`src/design/smadf_pkg.sv`:
```
// Shared types and constants for the sync-marker audio deframer.
// Holds the controller state, parse mode, register indexes and the
// command and status bundles between controller and datapath.
package smadf_pkg;

    localparam int unsigned DATA_W   = 32;
    localparam int unsigned ADDR_W   = 3;
    localparam int unsigned SKIP_W   = 6;
    localparam int unsigned BYTE_W   = 8;
    localparam int unsigned WORD_W   = 64;

    localparam logic [31:0] SYNC_WORD_RESET   = 32'h032C_8088;
    localparam logic [5:0]  HEADER_SKIP_RESET = 6'd10;

    // Register index as decoded from paddr[2].
    localparam logic CFG_IDX_SYNC_WORD   = 1'b0;
    localparam logic CFG_IDX_HEADER_SKIP = 1'b1;

    typedef enum logic [1:0] {
        MODE_SEARCH  = 2'd0,
        MODE_HEADER  = 2'd1,
        MODE_PAYLOAD = 2'd2
    } mode_t;

    typedef enum logic {
        ST_RUN   = 1'b0,
        ST_DRAIN = 1'b1
    } ctrl_state_t;

    typedef struct packed {
        logic step;
        logic rd_issue;
        logic rd_load;
    } dp_cmd_t;

    typedef struct packed {
        logic step_emit;
        logic chunk_full;
        logic rd_at_end;
        logic rd_last;
    } dp_status_t;

endpackage

```
`src/design/smadf_ctrl.sv`:
```
// Controller of the deframer: stream handshakes, output valid and the
// gap chunk drain sequence. Depends on smadf_pkg for the command and status types.
module smadf_ctrl (
    input  logic                   aclk,
    input  logic                   aresetn,
    input  logic                   s_tvalid,
    output logic                   s_tready,
    output logic                   m_tvalid,
    input  logic                   m_tready,
    output smadf_pkg::dp_cmd_t     cmd,
    input  smadf_pkg::dp_status_t  sts
);
    import smadf_pkg::*;

    ctrl_state_t state_reg, state_next;
    logic        out_valid_reg, out_valid_next;
    logic        rd_valid_reg, rd_valid_next;
    logic        reads_left_reg, reads_left_next;
    logic        out_free;

    always_ff @(posedge aclk) begin
        if (!aresetn) begin
            state_reg      <= ST_RUN;
            out_valid_reg  <= 1'b0;
            rd_valid_reg   <= 1'b0;
            reads_left_reg <= 1'b0;
        end else begin
            state_reg      <= state_next;
            out_valid_reg  <= out_valid_next;
            rd_valid_reg   <= rd_valid_next;
            reads_left_reg <= reads_left_next;
        end
    end

    always_comb begin
        out_free        = !out_valid_reg || m_tready;
        state_next      = state_reg;
        cmd             = '0;
        s_tready        = 1'b0;
        out_valid_next  = out_valid_reg && !m_tready;
        rd_valid_next   = rd_valid_reg;
        reads_left_next = reads_left_reg;
        unique case (state_reg)
            ST_RUN: begin
                s_tready = out_free;
                cmd.step = s_tvalid && out_free;
                if (cmd.step && sts.step_emit) begin
                    out_valid_next = 1'b1;
                end
                if (cmd.step && sts.chunk_full) begin
                    state_next      = ST_DRAIN;
                    reads_left_next = 1'b1;
                end
            end
            ST_DRAIN: begin
                cmd.rd_load  = rd_valid_reg && out_free;
                cmd.rd_issue = reads_left_reg && (!rd_valid_reg || cmd.rd_load);
                if (cmd.rd_load) begin
                    out_valid_next = 1'b1;
                end
                rd_valid_next = cmd.rd_issue || (rd_valid_reg && !cmd.rd_load);
                if (cmd.rd_issue && sts.rd_at_end) begin
                    reads_left_next = 1'b0;
                end
                if (cmd.rd_load && sts.rd_last) begin
                    state_next = ST_RUN;
                end
            end
        endcase
    end

    assign m_tvalid = out_valid_reg;

`ifndef NO_ASSERTIONS
    a_drain_starts_with_reads: assert property (@(posedge aclk) disable iff (!aresetn)
        $rose(state_reg == ST_DRAIN) |-> reads_left_reg)
        else $error("drain entered without pending reads");
    a_run_has_no_reads: assert property (@(posedge aclk) disable iff (!aresetn)
        (state_reg == ST_RUN) |-> (!rd_valid_reg && !reads_left_reg))
        else $error("gap read outstanding outside the drain");
    a_drain_not_stuck: assert property (@(posedge aclk) disable iff (!aresetn)
        (state_reg == ST_DRAIN) |-> (reads_left_reg || rd_valid_reg))
        else $error("drain has nothing left but did not finish");
`endif

endmodule

```
`src/design/smadf_datapath.sv`:
```
// Datapath of the deframer: match window, parse mode, byte counter, word
// assembly, gap word memory and output register. Depends on smadf_pkg.
module smadf_datapath #(
    parameter int unsigned FRAME_BYTES = 160
) (
    input  logic                          aclk,
    input  logic                          aresetn,
    input  smadf_pkg::dp_cmd_t            cmd,
    output smadf_pkg::dp_status_t         sts,
    input  logic [smadf_pkg::BYTE_W-1:0]  data_byte,
    input  logic [31:0]                   sync_word,
    input  logic [smadf_pkg::SKIP_W-1:0]  header_skip,
    output logic [smadf_pkg::WORD_W-1:0]  payload_word,
    output logic                          word_last,
    output logic                          from_gap
);
    import smadf_pkg::*;

    localparam int unsigned CB = $clog2(FRAME_BYTES + 1);
    localparam int unsigned CW = (CB > SKIP_W) ? CB : SKIP_W;
    localparam int unsigned NW = (FRAME_BYTES + 7) / 8;
    localparam int unsigned AW = (NW > 1) ? $clog2(NW) : 1;

    mode_t                mode_reg, mode_next;
    logic [31:0]          window_reg, window_next;
    logic [2:0]           fill_reg, fill_next;
    logic [CW-1:0]        count_reg, count_next;
    logic [WORD_W-1:0]    asm_reg, asm_next;
    logic [AW-1:0]        rd_ptr_reg, rd_ptr_next;
    logic [WORD_W-1:0]    rd_data_reg;
    logic                 rd_last_reg;
    logic [WORD_W-1:0]    out_word_reg;
    logic                 out_last_reg;
    logic                 out_gap_reg;
    logic [WORD_W-1:0]    gap_mem [NW];

    logic [2:0]           lane;
    logic [CW-1:0]        count_inc;
    logic [BYTE_W-1:0]    asm_byte;
    logic [WORD_W-1:0]    asm_word;
    logic                 word_end;
    logic                 at_frame_end;
    logic                 fill_full;
    logic [31:0]          shifted_window;
    logic [2:0]           fill_step;
    logic                 marker;
    logic                 gap_wr;
    logic [AW-1:0]        wr_addr;

    always_comb begin
        lane           = count_reg[2:0];
        count_inc      = count_reg + CW'(1);
        at_frame_end   = (count_inc == CW'(FRAME_BYTES));
        word_end       = (lane == 3'd7) || at_frame_end;
        fill_full      = fill_reg[2];
        asm_byte       = (mode_reg == MODE_PAYLOAD) ? data_byte : window_reg[31:24];
        asm_word       = ((lane == 3'd0) ? '0 : asm_reg)
                         | (WORD_W'(asm_byte) << {lane, 3'b000});
        shifted_window = {window_reg[23:0], data_byte};
        fill_step      = fill_full ? fill_reg : fill_reg + 3'd1;
        marker         = fill_step[2] && (shifted_window == sync_word);
        wr_addr        = AW'(count_reg >> 3);
        gap_wr         = 1'b0;

        mode_next   = mode_reg;
        window_next = window_reg;
        fill_next   = fill_reg;
        count_next  = count_reg;
        asm_next    = asm_reg;

        if (cmd.step) begin
            unique case (mode_reg)
                MODE_HEADER: begin
                    count_next = count_inc;
                    if (count_inc >= CW'(header_skip)) begin
                        mode_next  = MODE_PAYLOAD;
                        count_next = '0;
                    end
                end
                MODE_PAYLOAD: begin
                    asm_next   = asm_word;
                    count_next = count_inc;
                    if (at_frame_end) begin
                        mode_next   = MODE_SEARCH;
                        count_next  = '0;
                        window_next = '0;
                        fill_next   = '0;
                    end
                end
                default: begin
                    if (fill_full) begin
                        asm_next   = asm_word;
                        gap_wr     = word_end;
                        count_next = at_frame_end ? '0 : count_inc;
                    end
                    window_next = shifted_window;
                    fill_next   = fill_step;
                    mode_next   = MODE_SEARCH;
                    if (marker) begin
                        count_next  = '0;
                        window_next = '0;
                        fill_next   = '0;
                        mode_next   = (header_skip == '0) ? MODE_PAYLOAD : MODE_HEADER;
                    end
                end
            endcase
        end

        rd_ptr_next = rd_ptr_reg;
        if (cmd.rd_issue) begin
            rd_ptr_next = sts.rd_at_end ? '0 : rd_ptr_reg + AW'(1);
        end
    end

    always_comb begin
        sts.step_emit  = (mode_reg == MODE_PAYLOAD) && word_end;
        sts.chunk_full = (mode_reg != MODE_HEADER) && (mode_reg != MODE_PAYLOAD)
                         && fill_full && at_frame_end;
        sts.rd_at_end  = (rd_ptr_reg == AW'(NW - 1));
        sts.rd_last    = rd_last_reg;
    end

    always_ff @(posedge aclk) begin
        if (!aresetn) begin
            mode_reg   <= MODE_SEARCH;
            window_reg <= '0;
            fill_reg   <= '0;
            count_reg  <= '0;
            rd_ptr_reg <= '0;
        end else begin
            mode_reg   <= mode_next;
            window_reg <= window_next;
            fill_reg   <= fill_next;
            count_reg  <= count_next;
            rd_ptr_reg <= rd_ptr_next;
        end
    end

    always_ff @(posedge aclk) begin
        asm_reg <= asm_next;
        if (cmd.step && (mode_reg == MODE_PAYLOAD) && word_end) begin
            out_word_reg <= asm_word;
            out_last_reg <= at_frame_end;
            out_gap_reg  <= 1'b0;
        end else if (cmd.rd_load) begin
            out_word_reg <= rd_data_reg;
            out_last_reg <= rd_last_reg;
            out_gap_reg  <= 1'b1;
        end
    end

    always_ff @(posedge aclk) begin
        if (cmd.step && gap_wr) begin
            gap_mem[wr_addr] <= asm_word;
        end
        if (cmd.rd_issue) begin
            rd_data_reg <= gap_mem[rd_ptr_reg];
            rd_last_reg <= sts.rd_at_end;
        end
    end

    assign payload_word = out_word_reg;
    assign word_last    = out_last_reg;
    assign from_gap     = out_gap_reg;

endmodule

```
`src/design/sync_marker_audio_deframer_core.sv`:
```
// Top level of the sync-marker audio deframer: configuration registers,
// controller and datapath. Depends on smadf_pkg, smadf_ctrl and smadf_datapath.
//
// The block takes at most one byte per cycle and hunts for the four-byte sync word.
// After a marker it skips header_skip bytes and then sends FRAME_BYTES payload
// bytes as 64-bit words (earliest byte lowest), one word in the output
// register every eighth byte, with tlast on the final word. Bytes pushed out
// of the match window while hunting are packed into a gap word memory of
// ceil(FRAME_BYTES/8) words; when FRAME_BYTES of them are stored, input
// stops while the chunk is read from that memory, one word per cycle while
// the output register is empty or being taken, and sent with tuser set.
// Otherwise a byte is taken in every cycle in which the output register is
// empty or being taken. A shorter gap remainder is dropped at the next
// marker. No clearing pass follows reset.
module sync_marker_audio_deframer_core #(
    parameter int unsigned FRAME_BYTES = 160
) (
    input  logic                           aclk,
    input  logic                           aresetn,
    input  logic                           s_tvalid,
    output logic                           s_tready,
    input  logic [7:0]                     s_tdata,  // [7:0] data_byte
    output logic                           m_tvalid,
    input  logic                           m_tready,
    output logic [63:0]                    m_tdata,  // [63:0] payload_word
    output logic                           m_tlast,  // word_last
    output logic                           m_tuser,  // [0] from_gap
    input  logic                           psel,
    input  logic                           penable,
    input  logic                           pwrite,
    input  logic [smadf_pkg::ADDR_W-1:0]   paddr,
    input  logic [smadf_pkg::DATA_W-1:0]   pwdata,
    output logic [smadf_pkg::DATA_W-1:0]   prdata,
    output logic                           pready
);
    import smadf_pkg::*;

    logic [31:0]       sync_word_reg;
    logic [SKIP_W-1:0] header_skip_reg;
    logic              cfg_wr;
    dp_cmd_t           cmd;
    dp_status_t        sts;

    assign pready = 1'b1;
    assign cfg_wr = psel && penable && pwrite && pready;

    always_ff @(posedge aclk) begin
        if (!aresetn) begin
            sync_word_reg   <= SYNC_WORD_RESET;
            header_skip_reg <= HEADER_SKIP_RESET;
        end else if (cfg_wr) begin
            if (paddr[2] == CFG_IDX_SYNC_WORD) begin
                sync_word_reg <= pwdata;
            end else begin
                header_skip_reg <= pwdata[SKIP_W-1:0];
            end
        end
    end

    always_comb begin
        if (paddr[2] == CFG_IDX_HEADER_SKIP) begin
            prdata = DATA_W'(header_skip_reg);
        end else begin
            prdata = sync_word_reg;
        end
    end

    smadf_ctrl u_ctrl (
        .aclk     (aclk),
        .aresetn  (aresetn),
        .s_tvalid (s_tvalid),
        .s_tready (s_tready),
        .m_tvalid (m_tvalid),
        .m_tready (m_tready),
        .cmd      (cmd),
        .sts      (sts)
    );

    smadf_datapath #(
        .FRAME_BYTES (FRAME_BYTES)
    ) u_datapath (
        .aclk         (aclk),
        .aresetn      (aresetn),
        .cmd          (cmd),
        .sts          (sts),
        .data_byte    (s_tdata),
        .sync_word    (sync_word_reg),
        .header_skip  (header_skip_reg),
        .payload_word (m_tdata),
        .word_last    (m_tlast),
        .from_gap     (m_tuser)
    );

endmodule

```
`config.mk`:
```
export PLATFORM = sky130hd
export DESIGN_NAME = sync_marker_audio_deframer_core
export DESIGN_NICKNAME = d
export VERILOG_FILES = /design/src/design/smadf_pkg.sv /design/src/design/smadf_ctrl.sv /design/src/design/smadf_datapath.sv /design/src/design/sync_marker_audio_deframer_core.sv
export SDC_FILE = /design/constraint.sdc
export NUM_CORES = 2
export LEC_CHECK = 0
export BUFFER_PORTS_ARGS = -buffer_cell sky130_fd_sc_hd__buf_4
export CORE_ASPECT_RATIO = 1.75
export CORE_UTILIZATION = 50
export CTS_CLUSTER_SIZE = 16
export DETAILED_ROUTE_END_ITERATION = 6
export GPL_TIMING_DRIVEN = 0
export HOLD_SLACK_MARGIN = 0.02
export PLACE_DENSITY = 0.66
export SLEW_MARGIN = 15
export SYNTH_ARGS = -nofsm -noshare
export SYNTH_HDL_FRONTEND = slang
export SYNTH_SLANG_ARGS = --single-unit
```
`constraint.sdc`:
```
create_clock -name aclk -period 9.7 [get_ports aclk]
set_input_delay 0.97 -clock aclk [delete_from_list [all_inputs] [get_ports aclk]]
set_output_delay 0.97 -clock aclk [all_outputs]
set_load 0.005 [all_outputs]
```
==> out/results.md <==
| Metric | This run | Unit |
|:---|:---|:---|
| Outcome | completed | - |
| CTS tree | built | - |
| Maximum root-to-sink buffer count | 3 | - |
| Number of unique standard cell types used by synthesis | 64 | - |
| Setup repair after global routing missed its margin | no | - |
| Setup violators final | 0 | - |
| Buffers inserted during post-CTS setup optimization | 0 | - |
| Max Freq | 198 | MHz |
| Peak VDD IR | 0.175 | mV |
| Post_cts resized | 0 | - |
| Proportion of synthesized flip-flops having asynchronous set or reset | 0 | % |
| Worst hold slack | 0.417 | ns |
| Fill cells | 8805 | - |
| Starting Density | 50.4 | % |
| Leading register cell type out of synthesis | edfxtp_1 | - |
| Top sig layer | met5 | - |
| Yosys synthesis warning count | 0 | - |
| Global Route Usage Sum | 25.6 | % |
| Data required, critical path | 10.16 | ns |
| Dpl hpwl | 109000 | um |
| Weighted congestion reported at the end of routability-driven placement | 0.879 | - |
| Total overflow reported by the global router | 0 | - |
| Multi-input combinational cell area | 0.0143 | mm^2 |
| Die footprint | 0.123 | mm^2 |
| Growth of design area from synthesis to finish | 16.4 | % |
| Post-Synthesis Cell Area | 0.0609 | mm^2 |
| Final count of pins violating max slew | 0 | - |
| Worst hold-check path type | input port to flop | - |
| Final routed wirelength across all metal layers | 154000 | um |
| Type of element capturing the critical path | flop | - |
| Clock Sink Count | 1567 | - |
| Clock Skews | 0.0255 | ns |
| Maximum cell stage delay along the critical path | 0.61 | ns |
| Slowest cell on the critical path | dfxtp_1 | - |
| Number of nets at the end of the flow | 3415 | - |
| Clk root buf | clkbuf_16 | - |
| Mean post-synth cell area | 21.1 | um^2 |
| Flop-to-flop setup slack | 4.64 | ns |
| Most flops, register | u_datapath.gap_mem | - |
| Instance count of the mapped netlist | 2883 | - |
| Headroom to the max-slew limit | 18.3 | % |
| Violation count after the first detailed-routing iteration | 3017 | - |
| Via count of the routed design | 30755 | - |
| EDFF count, synth | 1474 | - |
| Met3 wirelength from detailed routing | 7840 | um |
| Number of cells traversed by the worst hold path | 3 | - |
| Critical setup path kind | flop to flop | - |
| Number of port buffers | 145 | - |
| Register Area | 0.0461 | mm^2 |
| Htree depth | 4 | - |
| Largest fanout on the critical path | 10 | - |
| Cell-by-cell trace of the critical path | ha_1, ha_1, or3b_2, mux2i_1, o311ai_4, nor2_4, o2111ai_1, nor4_2, buf_4, buf_4, buf_4, buf_4, buf_2, buf_4, buf_4 | - |
| Share of the clock period used by the worst path | 52.2 | % |
| Reg2reg path depth | 15 | - |
| Top cells by instance count after synthesis | edfxtp_1 (1474), mux4_2 (384), nand2_1 (139), mux2_2 (126), clkbuf_1 (106) | - |
| Syn Nets | 2947 | - |
| Chip height | 464 | um |
| Non-Filler Instances | 5079 | - |
| Residual DRC | 0 | - |
| Vias per cell | 6.06 | - |
| CTS Buf Count | 135 | - |
| Largest register FFs | 1280 | - |
| I/O Pins | 151 | - |
| Antenna-violating nets left | 0 | - |
| Routed length per instance | 30.4 | um |
| Fraction of synthesized cell area taken by the top area cell type | 72.7 | % |
| Wire length of the first global-routing pass | 223000 | um |
| Routed met2 length | 85900 | um |
| Number of iterations in the first detailed-routing pass | 6 | - |
| Number of maximum-capacitance constraint violations | 0 | - |
| Die X-Extent | 266 | um |
| Data arrival time of the worst path | 5.52 | ns |
| Crit path top cell by count | buf_4 | - |
| Number of hold-repair buffers added at the cts stage | 0 | - |
| Transition time at the pin with the least slew margin | 1.21 | ns |
| Total core area | 0.121 | mm^2 |
| Power Density | 180 | mW/mm^2 |
| Count of state elements after synthesis | 1567 | - |
| Largest net degree at the start of global routing | 26 | - |
| Hold violation count in the final report | 0 | - |
| Critical path startpoint category | flop | - |
| Sequential fraction of the synthesis area | 75.7 | % |
| Leakage dissipation | 22.0 | nW |
| Via count of the first global-routing pass | 32378 | - |
| Top-count cell post-synth | edfxtp_1 | - |
| Library cell with the largest summed area after synthesis | edfxtp_1 | - |
| Minimum clock period | 5.06 | ns |
| Rows | 169 | - |
| Detailed-routing wirelength on met1 | 53800 | um |
| Reg clk slew, reported paths | 0.07 | ns |
| Fraction of layout cells with a size suffix above 1 | 33.9 | % |
| Most area-consuming cells after synthesis | edfxtp_1 (73%), mux4_2 (14%), dfxtp_1 (3.1%) | - |
| Dpl cells | 4838 | - |
| Number of antenna violations at the first check in global routing | 3 | - |
| Clock Latency Late Sink | 0.77 | ns |
-- path summary, 6_finish.rpt --
kind,start,endpoint
min reg2reg,sync_word_reg[17],sync_word_reg[17]
max reg2reg,u_datapath.count_reg[1],u_datapath.gap_mem[16][27]
min,pwdata[15],sync_word_reg[15]
max,u_datapath.count_reg[1],u_datapath.gap_mem[16][27]
-- through the flow --
stage	setup slack, ns	TNS (ns)	utilization, %	power [mW]	instance area [um^2]
2_1_floorplan	0.798	0	-	7.55	60900
3_3_place_gp	-8.65	-2584.76	52.9	7.63	64000
3_5_place_dp	4.71	0	55.1	7.64	66600
4_1_cts	4.68	0	58.6	12.8	70900
5_1_grt	4.41	0	58.6	13.1	70900
6_report	4.64	0	58.6	12.8	70900
-- area by class of cell --
| class | instances | share of cell area (%) |
|---|---|---|
| multi-input cells | 1135 | 20.1 |
| clock buffers | 164 | 5.10 |
| clock inverters | 74 | 0.861 |
| inverters | 19 | 0.101 |
| flip-flops and latches | 1567 | 65.0 |
| well taps | 1624 | 2.87 |
| plain buffers | 162 | 1.02 |
| diodes | 3 | 0.0106 |
| repair buffers | 331 | 4.88 |
-- placed cells by master, fill, tap and decap left out, types with 7 or more instances in the layout --
master,netlist,layout
a21boi_0,32,32
a21oi_1,57,56
buf_12,1,30
buf_16,0,27
buf_2,38,51
buf_4,8,248
buf_6,1,20
bufinv_16,0,8
clkbuf_1,106,129
clkbuf_16,0,141
clkinv_1,1,27
clkinv_2,0,24
dfxtp_1,93,93
edfxtp_1,1474,1474
ha_1,14,14
inv_1,18,18
mux2_2,126,126
mux2_4,17,17
mux2i_1,18,11
mux2i_2,0,7
mux4_2,384,384
nand2_1,139,139
nand3_1,17,17
nand4_1,13,13
nor2_1,64,28
nor2_2,0,23
nor2_4,1,14
nor2b_1,30,30
nor4b_1,33,33
o21a_1,34,34
o21ai_0,48,8
o21ai_1,0,30
o21ai_2,1,11
xnor2_1,37,37
-- critical path: cells and delay by family (launching register included) --
| kind | cells | cell delay, ns |
|---|---|---|
| muxes | 1 | 0.25 |
| buffers and inverters | 7 | 1.43 |
| DFF | 1 | 0.61 |
| and+or+nand+nor | 3 | 1.29 |
| adders and majority gates | 2 | 0.63 |
| AOI/OAI and AO/OA | 2 | 0.53 |
-- kinds of logic (layout without fill, tap and decap cells) --
kind of cell | count (synthesis) | after routing | synth area share, %
buffers and inverters | 181 | 750 | 1.30
other | 1 | 4 | 0.00616
multiplexers | 545 | 545 | 17.2
XOR/XNOR | 40 | 40 | 0.575
adder cells (fa/ha/maj) | 14 | 14 | 0.288
AO/OA/AOI/OAI | 201 | 201 | 2.13
flip-flops | 1567 | 1567 | 75.7
AND/OR/NAND/NOR | 334 | 334 | 2.73
-- routing by layer --
metal  up-vias  GRT usage (%)
met1     16304           28.9
met2      1271           47.5
met5         -              0
met3       358           3.85
met4         2           11.1
li1      12820              -
-- where the power goes --
| part | switching (mW) | leakage, nW | internal (mW) | total [mW] |
|---|---|---|---|---|
| Combinational | 0.105 | 5.94 | 0.0531 | 0.158 |
| Sequential | 0.0145 | 14.0 | 7.32 | 7.34 |
| Clock | 2.40 | 2.07 | 2.88 | 5.27 |
No activity file was read; power rests on OpenSTA's default activity.
